File: config.mk
export PLATFORM = sky130hd
export DESIGN_NAME = rotor_cipher_letter_stream_core
export DESIGN_NICKNAME = d
export VERILOG_FILES = /design/src/rtl/rcl_pkg.sv /design/src/rtl/rotor_cipher_letter_stream_core.sv /design/src/rtl/rcl_rule_ram.sv /design/src/rtl/rcl_ctrl.sv
export SDC_FILE = /design/constraint.sdc
export NUM_CORES = 2
export LEC_CHECK = 0
export ABC_AREA = 0
export ABC_CLOCK_PERIOD_IN_PS = 9300
export BUFFER_PORTS_ARGS = -buffer_cell sky130_fd_sc_hd__clkbuf_2
export CAP_MARGIN = 0
export CORE_MARGIN = 2
export CORE_UTILIZATION = 45
export DETAILED_ROUTE_END_ITERATION = 10
export GPL_TIMING_DRIVEN = 0
export PLACE_DENSITY = 0.57
export SYNTH_ARGS = -nofsm -noshare
export SYNTH_HDL_FRONTEND = slang
export SYNTH_SLANG_ARGS = --single-unit
File: constraint.sdc
create_clock -name i_clk -period 9.3 [get_ports i_clk]
set_input_delay 0.93 -clock i_clk [delete_from_list [all_inputs] [get_ports i_clk]]
set_output_delay 0.93 -clock i_clk [all_outputs]
set_load 0.02 [all_outputs]
File: src/rtl/rcl_pkg.sv
// Shared constants and opcodes for the rotor cipher letter stream block.
// No dependencies.
package rcl_pkg;

    localparam int ALPHA_SIZE = 26;
    localparam int ALPHA_LAST = 25;

    localparam logic [1:0] OP_CIPHER = 2'd0;
    localparam logic [1:0] OP_TABLE  = 2'd1;
    localparam logic [1:0] OP_OFFSET = 2'd2;

    localparam logic [7:0] ASCII_LC_A = 8'd97;
    localparam logic [7:0] ASCII_LC_Z = 8'd122;
    localparam logic [7:0] ASCII_UC_A = 8'd65;
    localparam logic [7:0] ASCII_UC_Z = 8'd90;

endpackage

File: src/rtl/rotor_cipher_letter_stream_core.sv
// Rotor cipher letter stream, top level. With n wheels in use (capped at MAX_WHEELS) a
// letter makes 2n+1 dependent table reads, each an address state then a registered data
// state. Input stalls until the odometer step ends, and also while the emit state waits
// on an output stall; the odometer step visits 1..n wheels (none if n = 0). Load
// transfers and ignored bytes do not stall the input. Synchronous
// active-low reset: offsets zero, used wheels 3, no result pending; rule tables unset.
module rotor_cipher_letter_stream_core
    import rcl_pkg::*;
#(
    parameter int MAX_WHEELS = 8
) (
    input  logic       i_clk,
    input  logic       i_rst_n,
    input  logic       i_cfg_valid,
    output logic       o_cfg_ready,
    input  logic [3:0] i_cfg_data,
    input  logic       i_in_valid,
    output logic       o_in_stall,
    input  logic [1:0] i_opcode,
    input  logic [7:0] i_char_in,
    input  logic [3:0] i_wheel_select,
    input  logic       i_table_dir,
    input  logic [4:0] i_table_pos,
    input  logic [4:0] i_load_value,
    output logic       o_out_valid,
    input  logic       i_out_stall,
    output logic [6:0] o_char_out
);

    localparam int TBL_DEPTH = (MAX_WHEELS + 1) * ALPHA_SIZE;
    localparam int MAW       = $clog2(2 * TBL_DEPTH);

    logic [3:0]     r_used_wheels;
    logic           ram_we;
    logic [MAW-1:0] ram_waddr;
    logic [4:0]     ram_wdata;
    logic [MAW-1:0] ram_raddr;
    logic [4:0]     ram_rdata;

    assign o_cfg_ready = 1'b1;

    always_ff @(posedge i_clk) begin
        if (!i_rst_n) begin
            r_used_wheels <= 4'd3;
        end else if (i_cfg_valid) begin
            r_used_wheels <= i_cfg_data;
        end
    end

    rcl_rule_ram #(
        .DEPTH (2 * TBL_DEPTH),
        .AW    (MAW),
        .DW    (5)
    ) u_rule_ram (
        .i_clk   (i_clk),
        .i_we    (ram_we),
        .i_waddr (ram_waddr),
        .i_wdata (ram_wdata),
        .i_raddr (ram_raddr),
        .o_rdata (ram_rdata)
    );

    rcl_ctrl #(
        .MAX_WHEELS (MAX_WHEELS)
    ) u_ctrl (
        .i_clk          (i_clk),
        .i_rst_n        (i_rst_n),
        .i_used_wheels  (r_used_wheels),
        .i_in_valid     (i_in_valid),
        .o_in_stall     (o_in_stall),
        .i_opcode       (i_opcode),
        .i_char_in      (i_char_in),
        .i_wheel_select (i_wheel_select),
        .i_table_dir    (i_table_dir),
        .i_table_pos    (i_table_pos),
        .i_load_value   (i_load_value),
        .o_out_valid    (o_out_valid),
        .i_out_stall    (i_out_stall),
        .o_char_out     (o_char_out),
        .o_ram_we       (ram_we),
        .o_ram_waddr    (ram_waddr),
        .o_ram_wdata    (ram_wdata),
        .o_ram_raddr    (ram_raddr),
        .i_ram_rdata    (ram_rdata)
    );

endmodule

File: src/rtl/rcl_rule_ram.sv
// Wiring rule memory: one write port, one read port, registered read data.
// No package dependency; instantiated by the top level.
module rcl_rule_ram #(
    parameter int DEPTH = 468,
    parameter int AW    = 9,
    parameter int DW    = 5
) (
    input  logic          i_clk,
    input  logic          i_we,
    input  logic [AW-1:0] i_waddr,
    input  logic [DW-1:0] i_wdata,
    input  logic [AW-1:0] i_raddr,
    output logic [DW-1:0] o_rdata
);

    logic [DW-1:0] r_mem [DEPTH];
    logic [DW-1:0] r_rdata;

    always_ff @(posedge i_clk) begin
        if (i_we) begin
            r_mem[i_waddr] <= i_wdata;
        end
    end

    always_ff @(posedge i_clk) begin
        r_rdata <= r_mem[i_raddr];
    end

    assign o_rdata = r_rdata;

endmodule

File: src/rtl/rcl_ctrl.sv
// Sequencer for the rotor cipher: rotor offsets, wheel pass, odometer step,
// output register. Depends on rcl_pkg; drives the rule memory ports.
module rcl_ctrl
    import rcl_pkg::*;
#(
    parameter int MAX_WHEELS = 8,
    parameter int WCW        = $clog2(MAX_WHEELS + 1),
    parameter int TBL_DEPTH  = (MAX_WHEELS + 1) * ALPHA_SIZE,
    parameter int MAW        = $clog2(2 * TBL_DEPTH)
) (
    input  logic           i_clk,
    input  logic           i_rst_n,
    input  logic [3:0]     i_used_wheels,
    input  logic           i_in_valid,
    output logic           o_in_stall,
    input  logic [1:0]     i_opcode,
    input  logic [7:0]     i_char_in,
    input  logic [3:0]     i_wheel_select,
    input  logic           i_table_dir,
    input  logic [4:0]     i_table_pos,
    input  logic [4:0]     i_load_value,
    output logic           o_out_valid,
    input  logic           i_out_stall,
    output logic [6:0]     o_char_out,
    output logic           o_ram_we,
    output logic [MAW-1:0] o_ram_waddr,
    output logic [4:0]     o_ram_wdata,
    output logic [MAW-1:0] o_ram_raddr,
    input  logic [4:0]     i_ram_rdata
);

    localparam logic [2:0] S_IDLE = 3'd0;
    localparam logic [2:0] S_RD   = 3'd1;
    localparam logic [2:0] S_WB   = 3'd2;
    localparam logic [2:0] S_EMIT = 3'd3;
    localparam logic [2:0] S_STEP = 3'd4;

    localparam logic [1:0] PH_FWD  = 2'd0;
    localparam logic [1:0] PH_REFL = 2'd1;
    localparam logic [1:0] PH_REV  = 2'd2;

    localparam logic [WCW-1:0] WHEEL_ONE = WCW'(1);

    logic [2:0]     r_state, n_state;
    logic [1:0]     r_phase, n_phase;
    logic [WCW-1:0] r_wheel, n_wheel;
    logic [WCW-1:0] r_count, n_count;
    logic [4:0]     r_idx, n_idx;
    logic [4:0]     r_p, n_p;
    logic           r_out_valid, n_out_valid;
    logic [6:0]     r_char, n_char;
    logic [4:0]     r_off [MAX_WHEELS+1];

    logic           accept;
    logic           sel_ok;
    logic [WCW-1:0] sel_w;
    logic           is_lower, is_upper;
    logic [WCW-1:0] cfg_count;
    logic [4:0]     cur_off;
    logic [5:0]     sum_p;
    logic [4:0]     p_mod;
    logic [5:0]     sum_r;
    logic [4:0]     r_mod;
    logic           off_we;
    logic [WCW-1:0] off_waddr;
    logic [4:0]     off_wdata;

    assign accept   = i_in_valid && !o_in_stall;
    assign sel_ok   = 32'(i_wheel_select) <= MAX_WHEELS;
    assign sel_w    = WCW'(i_wheel_select);
    assign is_lower = i_char_in >= ASCII_LC_A && i_char_in <= ASCII_LC_Z;
    assign is_upper = i_char_in >= ASCII_UC_A && i_char_in <= ASCII_UC_Z;
    assign cfg_count = (32'(i_used_wheels) > MAX_WHEELS) ? WCW'(MAX_WHEELS)
                                                         : WCW'(i_used_wheels);

    assign cur_off = r_off[r_wheel];
    assign sum_p   = 6'(r_idx) + 6'(cur_off);
    assign p_mod   = (sum_p >= 6'(ALPHA_SIZE)) ? 5'(sum_p - 6'(ALPHA_SIZE)) : 5'(sum_p);

    // rule values may exceed 25, so the sum can need two corrections
    assign sum_r = 6'(r_p) + 6'(i_ram_rdata);
    always_comb begin
        if (sum_r >= 6'(2 * ALPHA_SIZE)) begin
            r_mod = 5'(sum_r - 6'(2 * ALPHA_SIZE));
        end else if (sum_r >= 6'(ALPHA_SIZE)) begin
            r_mod = 5'(sum_r - 6'(ALPHA_SIZE));
        end else begin
            r_mod = 5'(sum_r);
        end
    end

    assign o_in_stall = (r_state != S_IDLE);

    // table writes go straight to memory at the transfer edge
    assign o_ram_we    = accept && i_opcode == OP_TABLE && sel_ok &&
                         32'(i_table_pos) < ALPHA_SIZE;
    assign o_ram_waddr = (i_table_dir ? MAW'(TBL_DEPTH) : MAW'(0)) +
                         MAW'(sel_w) * MAW'(ALPHA_SIZE) + MAW'(i_table_pos);
    assign o_ram_wdata = i_load_value;
    assign o_ram_raddr = ((r_phase == PH_REV) ? MAW'(TBL_DEPTH) : MAW'(0)) +
                         MAW'(r_wheel) * MAW'(ALPHA_SIZE) + MAW'(p_mod);

    always_comb begin
        n_state     = r_state;
        n_phase     = r_phase;
        n_wheel     = r_wheel;
        n_count     = r_count;
        n_idx       = r_idx;
        n_p         = r_p;
        n_char      = r_char;
        n_out_valid = r_out_valid && i_out_stall;
        off_we      = 1'b0;
        off_waddr   = sel_w;
        off_wdata   = i_load_value;

        unique case (r_state)
            S_IDLE: begin
                if (accept && i_opcode == OP_OFFSET) begin
                    off_we = sel_ok && 32'(i_load_value) < ALPHA_SIZE;
                end
                if (accept && i_opcode == OP_CIPHER && (is_lower || is_upper)) begin
                    n_idx   = is_lower ? 5'(i_char_in - ASCII_LC_A)
                                       : 5'(i_char_in - ASCII_UC_A);
                    n_count = cfg_count;
                    n_state = S_RD;
                    if (cfg_count == '0) begin
                        n_phase = PH_REFL;
                        n_wheel = '0;
                    end else begin
                        n_phase = PH_FWD;
                        n_wheel = WHEEL_ONE;
                    end
                end
            end
            S_RD: begin
                n_p     = p_mod;
                n_state = S_WB;
            end
            S_WB: begin
                n_idx   = r_mod;
                n_state = S_RD;
                unique case (r_phase)
                    PH_FWD: begin
                        if (r_wheel == r_count) begin
                            n_phase = PH_REFL;
                            n_wheel = '0;
                        end else begin
                            n_wheel = r_wheel + WHEEL_ONE;
                        end
                    end
                    PH_REFL: begin
                        if (r_count == '0) begin
                            n_state = S_EMIT;
                        end else begin
                            n_phase = PH_REV;
                            n_wheel = r_count;
                        end
                    end
                    PH_REV: begin
                        if (r_wheel == WHEEL_ONE) begin
                            n_state = S_EMIT;
                        end else begin
                            n_wheel = r_wheel - WHEEL_ONE;
                        end
                    end
                    default: begin
                        n_state = S_EMIT;
                    end
                endcase
            end
            S_EMIT: begin
                if (!r_out_valid || !i_out_stall) begin
                    n_out_valid = 1'b1;
                    n_char      = 7'(ASCII_LC_A) + 7'(r_idx);
                    n_wheel     = WHEEL_ONE;
                    n_state     = (r_count == '0) ? S_IDLE : S_STEP;
                end
            end
            S_STEP: begin
                // odometer: carry moves up one wheel per cycle
                off_we    = 1'b1;
                off_waddr = r_wheel;
                if (32'(cur_off) < ALPHA_LAST) begin
                    off_wdata = cur_off + 5'd1;
                    n_state   = S_IDLE;
                end else begin
                    off_wdata = '0;
                    if (r_wheel == r_count) begin
                        n_state = S_IDLE;
                    end else begin
                        n_wheel = r_wheel + WHEEL_ONE;
                    end
                end
            end
            default: begin
                n_state = S_IDLE;
            end
        endcase
    end

    always_ff @(posedge i_clk) begin
        if (!i_rst_n) begin
            r_state     <= S_IDLE;
            r_out_valid <= 1'b0;
            for (int i = 0; i <= MAX_WHEELS; i++) begin
                r_off[i] <= '0;
            end
        end else begin
            r_state     <= n_state;
            r_out_valid <= n_out_valid;
            if (off_we) begin
                r_off[off_waddr] <= off_wdata;
            end
        end
    end

    always_ff @(posedge i_clk) begin
        r_phase <= n_phase;
        r_wheel <= n_wheel;
        r_count <= n_count;
        r_idx   <= n_idx;
        r_p     <= n_p;
        r_char  <= n_char;
    end

    assign o_out_valid = r_out_valid;
    assign o_char_out  = r_char;

endmodule
; ---- Word level (Yosys, flattened, before mapping)
; Memories as Yosys holds them, arrays and structs flattened. A register that Yosys moved wholly into a read port is not among the register bits.
; Index checks and enable logic that the tools add are counted.
[word_totals]
register_bits = 35
mem_count = 2
input_bits = 34
out_inout_bits = 10
mem_bits_rw = 2385
[memory_table]
columns = memory, depth, width, read_ports, rd_ports_with_merged_regs, write_ports, line
row1 = u_rule_ram.r_mem, 468, 5, 1, 1, 1, rcl_rule_ram.sv:16  ; logic [DW-1:0] r_mem [DEPTH];
row2 = u_ctrl.r_off, 9, 5, 1, 1, 9, rcl_ctrl.sv:52  ; logic [4:0] r_off [MAX_WHEELS+1];
[classes]
n_lt_le_gt_ge = 12
mux = 51
eq_ne = 20
n_reduce_logical = 31
add_sub_neg = 15
n_mul = 2
[ops]
columns = cell, count
row1 = 2-to-1 mux 4 bit, 11
row2 = 2-to-1 mux 5 bit, 8
row3 = adder 9 x 5 -> 9 bit, 2
row4 = adder 9 bit, 2
row5 = >= comparator 8 x 7 -> 1 bit (second input constant), 2
row6 = less-or-equal comparator 8 x 7 -> 1 bit (second input constant), 2
row7 = multiplier 4 x 4 -> 8 bit (second input constant), 2
row8 = 2-to-1 mux 8 bit, 2
row9 = case mux 4 bit (4 select lines), 1
row10 = < comparator 5 bit (second input constant), 3
row11 = 2-to-1 mux 3 bit, 5
row12 = case mux 3 bit (5 select lines), 1
row13 = subtractor 5 bit (second input constant), 3
row14 = adder 5 x 5 -> 6 bit, 2
row15 = >= comparator 6 x 5 -> 1 bit (second input constant), 2
row16 = 2-to-1 mux 1 bit, 12
row17 = case mux 4 bit (3 select lines), 1
row18 = logical AND 1 bit, 11
row19 = 2-to-1 mux 2 bit, 5
row20 = case mux 5 bit (2 select lines), 1
row21 = subtractor 5 x 1 -> 5 bit (second input constant), 2
row22 = inequality test 3 bit (second input constant), 3
row23 = case mux 3 bit (3 select lines), 1
row24 = zero test 4 bit, 2
row25 = 33 further kinds, 45

; ---- Depth between registers and ports, before layout
[depth]
ltp_word = 11
depth_mapped = 26

; ---- By module
; From an unflattened synthesis, not the netlist that was laid out.
[hier_totals]
cells_unflattened = 5346
area_unflattened_um2 = 100149.8
[by_module_without_submodules]
columns = mod, area_each_um2, n_inst, cells_per_inst
row1 = rcl_rule_ram, 92401.1, 1, 4660
row2 = rcl_ctrl, 7592.3, 1, 671
row3 = rotor_cipher_letter_stream_core, 156.4, 1, 15

; ---- Least setup slack after synthesis
; OpenSTA, ideal clock, no wires.
[synth_path]
path_kind = reg-to-reg
start = register with a tool-made name
end = register u_rule_ram.r_rdata[0] (netlist: u_rule_ram.o_rdata[0]) (read register of u_rule_ram.r_mem)
t_arrival_ps = 6445
path_stages_with_launch = 25
setup_slack_ps = 2722
setup_time_ps = 133
path_cell_list = dfxtp_1 buf_2 mux4_2 mux4_2 ha_1 fa_1 a21o_1 a21oi_1 xor2_1 o21ai_0 nor2b_1 xnor2_1 fa_1 fa_1 inv_2 buf_2 clkbuf_1 clkbuf_1 o221ai_1 a21oi_1 nor3_1 a211oi_1 o211ai_1 nand4b_1 o221ai_1
[synth_lines]
columns = element, line
row1 = end: declaration, rcl_rule_ram.sv:17  ; logic [DW-1:0] r_rdata;

==> metrics.md <==
| Metric | Value |
|---|---|
| Run status | `finished with violations` |
| Failing checks | `capacitance limit, slew limit, setup timing` |
| TritonCTS clock tree | `built` |
| Endpoints failing hold | `0` |
| Pre-CTS setup slack | `-1.879 ns` |
| Headroom to the max-slew limit | `-0.1579` |
| Worst Skew | `0.05397 ns` |
| Instance area at placement | `104900 sq um` |
| Register Area | `73820 sq um` |
| Via total after detailed routing | `59230` |
| Width of the chip | `around 470 microns` |
| Vias per inst | `6.818` |
| EDFF count, synth | `~2400` |
| Detailed-router iteration count before antenna repair | `8` |
| Maximum buffer depth of the clock tree | `4` |
| GR Overflow Total | `0` |
| Number of nets produced by synthesis | `5280` |
| Clock Root Buffer | `sky130_fd_sc_hd__clkbuf_16` |
| Synth area leaders | `sky130_fd_sc_hd__edfxtp_1 (74%), sky130_fd_sc_hd__mux4_2 (13%), sky130_fd_sc_hd__nor2_1 (2.2%), sky130_fd_sc_hd__mux2i_1 (1.9%), sky130_fd_sc_hd__ha_1 (0.99%)` |
| Global router's overall resource usage | `0.3543` |
| # Max-Cap Violations | `16` |
| Power density relative to cell area | `312.3 nW/um^2` |
| Most frequent cells in the layout | `sky130_fd_sc_hd__edfxtp_1 (2447), sky130_fd_sc_hd__mux4_2 (584), sky130_fd_sc_hd__nor2_1 (570)` |
| IR Drop Worst-Case VDD | `0.2376 mV` |
| Clock insertion delay at the later pin of the skew report | `0.96 ns` |
| Post-synthesis register bit count | `2464` |
| Post-route cell area | `113800 sq um` |
| Area Growth Syn to Fin | `14.14%` |
| Commonest non-fill, non-tap cell in the layout | `sky130_fd_sc_hd__edfxtp_1` |
| PnR worst setup slack | `-0.1270 ns` |
| Worst Setup Path Type | `flip-flop to flip-flop` |
| Post-cts resize count | `90` |
| Number of sinks on the clock net | `2464` |
| Gate Count Post-Synth | `5157` |
| Core region area | `around 220000 sq um` |
| Vias in the first global route | `55730` |
| First-pass GRT wire length | `520700 microns` |
| Initial antenna violation count | `35` |
| Pin count of the biggest net entering global routing | `roughly 140` |
| Top-level I/O count | `44` |
| Fmax | `between 100 and 150 MHz` |
| Critical path required time | `roughly 10 ns` |
| Final Max Slew Viols | `150` |
| Y dimension of the die | `474.8 microns` |
| Final-report setup violation count | `1` |
| Clock-pin transition on the worst setup and hold timing paths | `0.06 ns` |
| Count of H-tree levels built during CTS | `5` |
| Post-layout net count | `5642` |
| Drt total wl | `398900 microns` |
| Worst hold path class | `primary input to flip-flop` |
| Type of origin of the critical path | `flip-flop` |
| Synthesis Warnings | `0` |
| Number of buffers added by the clock tree synthesis step | `278` |
| DIE AREA | `225400 sq um` |
| Count of input and output buffers | `40` |
| Area occupied by multi-input gates | `24120 sq um` |
| Effective utilization at floorplan | `0.4535` |
| Sum Neg Setup Slack | `-0.1270 ns` |
| Measured slew at the worst slew-check pin | `~1.7 ns` |
| Share of synthesized registers carrying an async set or reset | `0` |
| Average wire per cell in the routed design | `45.91 microns` |
| Period minus WS final | `9.427 ns` |
| Detailed-placement wirelength estimate | `263400 microns` |
| Number of design rule violations left after detail routing | `0` |
| Cell Area, Synth | `99740 sq um` |
| Synthesized area per cell | `between 15 and 20 sq um` |
| RePlAce Congestion | `roughly 1.0` |
| Worst Path Max Fanout | `10` |
| Seq/Total Area, Yosys | `0.7402` |
| Period Utilization, post-route | `1.014` |
| Hold buffer count at cts | `0` |
| Primary FF master, synth | `sky130_fd_sc_hd__edfxtp_1` |
| RSZ-0062 raised after global routing | `true` |
| Number of placement rows | `172` |
| Fillers | `about 18000` |
| Remaining antenna violation count after routing | `0` |
| Synth top area share | `0.7367` |
| Buffer count from post-CTS setup fixing | `0` |
| Type of element capturing the critical path | `flip-flop` |
| Violation count after the first detailed-route iteration | `between 10000 and 15000` |
| Arrival time at the worst endpoint | `10.12 ns` |
| Distinct cell type count of the synthesized netlist | `80` |
| Power consumption | `0.03555 W` |
| Static Leakage | `36.28 nW` |
| Share of final-layout standard cells stronger than drive strength 1 | `0.2319` |
| Cell type with the highest aggregate area in the netlist | `sky130_fd_sc_hd__edfxtp_1` |
-- kinds of logic after synthesis --
family,share of synthesized area
DFF,0.7402
and+or+nand+nor,0.03917
muxes,0.1535
AOI/OAI and AO/OA,0.03056
buffers and inverters,0.01981
adders and majority gates,0.01192
xor gates and xnor gates,0.004830
other,0.00003760
-- flip-flops by register name, summed over array words and instances, names as in the netlist, named ones only --
signal / count
u_rule_ram.r_mem: 2340
u_ctrl.r_count: 4
u_ctrl.r_state: 3
r_used_wheels: 4
u_ctrl.r_wheel: 4
u_rule_ram.o_rdata: 5
u_ctrl.r_phase: 2
u_ctrl.o_char_out: 7
u_ctrl.o_out_valid: 1
u_ctrl.r_idx: 5
u_ctrl.r_off: 80
u_ctrl.r_p: 5
-- cell type report --
| class | instances | share of cell area |
|---|---|---|
| flip-flops and latches | 2464 | 0.6485 |
| multi-input cells | 2305 | 0.2119 |
| clock buffers | 327 | 0.06385 |
| well taps | 2958 | 0.03251 |
| plain buffers | 318 | 0.01771 |
| repair buffers | 89 | 0.01182 |
| clock inverters | 140 | 0.01112 |
| inverters | 63 | 0.002143 |
| diodes | 24 | 0.0005276 |
-- layer usage --
metal,share of wire,track usage
met3,0.14,0.1277
met1,0.36,0.4671
met2,0.42,0.5005
met4,0.076,0.2205
met5,0.00076,0.001730
-- where the power goes --
part	switching (W)	leakage, nW	internal [W]
combinational	0.00939	9.91	0.00322
sequential	0.0000162	22.2	0.0122
clock	0.00447	4.18	0.00622
-- stage by stage --
stage	util	std cells	hold WS (ns)
after floorplan	-	5157	0.4490
after global placement	0.4712	8155	0.5130
after detailed placement	0.4771	8204	0.5194
after CTS	0.5169	8667	0.2154
after global routing	0.5173	8665	0.2640
final	0.5176	8688	0.2532
-- Yosys cell counts, types with 32 or more instances --
cell,n
sky130_fd_sc_hd__buf_2,75
sky130_fd_sc_hd__inv_1,61
sky130_fd_sc_hd__nand4_1,37
sky130_fd_sc_hd__nor3_1,32
sky130_fd_sc_hd__xnor2_1,39
sky130_fd_sc_hd__ha_1,79
sky130_fd_sc_hd__a22oi_1,38
sky130_fd_sc_hd__nand3_1,35
sky130_fd_sc_hd__clkbuf_1,155
sky130_fd_sc_hd__o22ai_1,46
sky130_fd_sc_hd__mux4_2,584
sky130_fd_sc_hd__buf_6,37
sky130_fd_sc_hd__nor2_1,580
sky130_fd_sc_hd__edfxtp_1,2447
sky130_fd_sc_hd__a21oi_1,102
sky130_fd_sc_hd__nand2_1,151
sky130_fd_sc_hd__buf_4,34
sky130_fd_sc_hd__mux2i_1,194
sky130_fd_sc_hd__o221ai_1,66
-- final timing paths --
check | from | endpoint | slack [ns] | depth (start not counted)
max reg2reg | flip-flop | u_rule_ram.o_rdata[0] | -0.13 | 23
max | flip-flop | u_rule_ram.o_rdata[0] | -0.13 | 23
min reg2reg | r_used_wheels[0] | r_used_wheels[0] | 0.54 | 2
min | i_cfg_data[0] | r_used_wheels[0] | 0.25 | 3
-- worst max-delay path, cell delays in order, from the launching register on --
cell,delay (ns)
sky130_fd_sc_hd__dfxtp_1,0.33
sky130_fd_sc_hd__buf_2,0.36
sky130_fd_sc_hd__mux4_2,0.60
sky130_fd_sc_hd__mux4_2,0.57
sky130_fd_sc_hd__ha_1,0.25
sky130_fd_sc_hd__fa_1,0.43
sky130_fd_sc_hd__a21o_1,0.19
sky130_fd_sc_hd__a21oi_1,0.17
sky130_fd_sc_hd__xor2_1,0.12
sky130_fd_sc_hd__o21ai_0,0.39
sky130_fd_sc_hd__mux2i_1,0.42
sky130_fd_sc_hd__ha_1,0.31
sky130_fd_sc_hd__ha_1,0.27
sky130_fd_sc_hd__buf_2,0.22
sky130_fd_sc_hd__nand2b_1,0.79
sky130_fd_sc_hd__clkbuf_1,1.16
sky130_fd_sc_hd__clkbuf_2,0.74
sky130_fd_sc_hd__o221ai_1,0.24
sky130_fd_sc_hd__o22ai_1,0.20
sky130_fd_sc_hd__a211oi_1,0.12
sky130_fd_sc_hd__nor3_1,0.24
sky130_fd_sc_hd__a31oi_1,0.13
sky130_fd_sc_hd__a21oi_1,0.52
sky130_fd_sc_hd__o221ai_2,0.37
No activity file was read; power rests on OpenSTA's default activity.
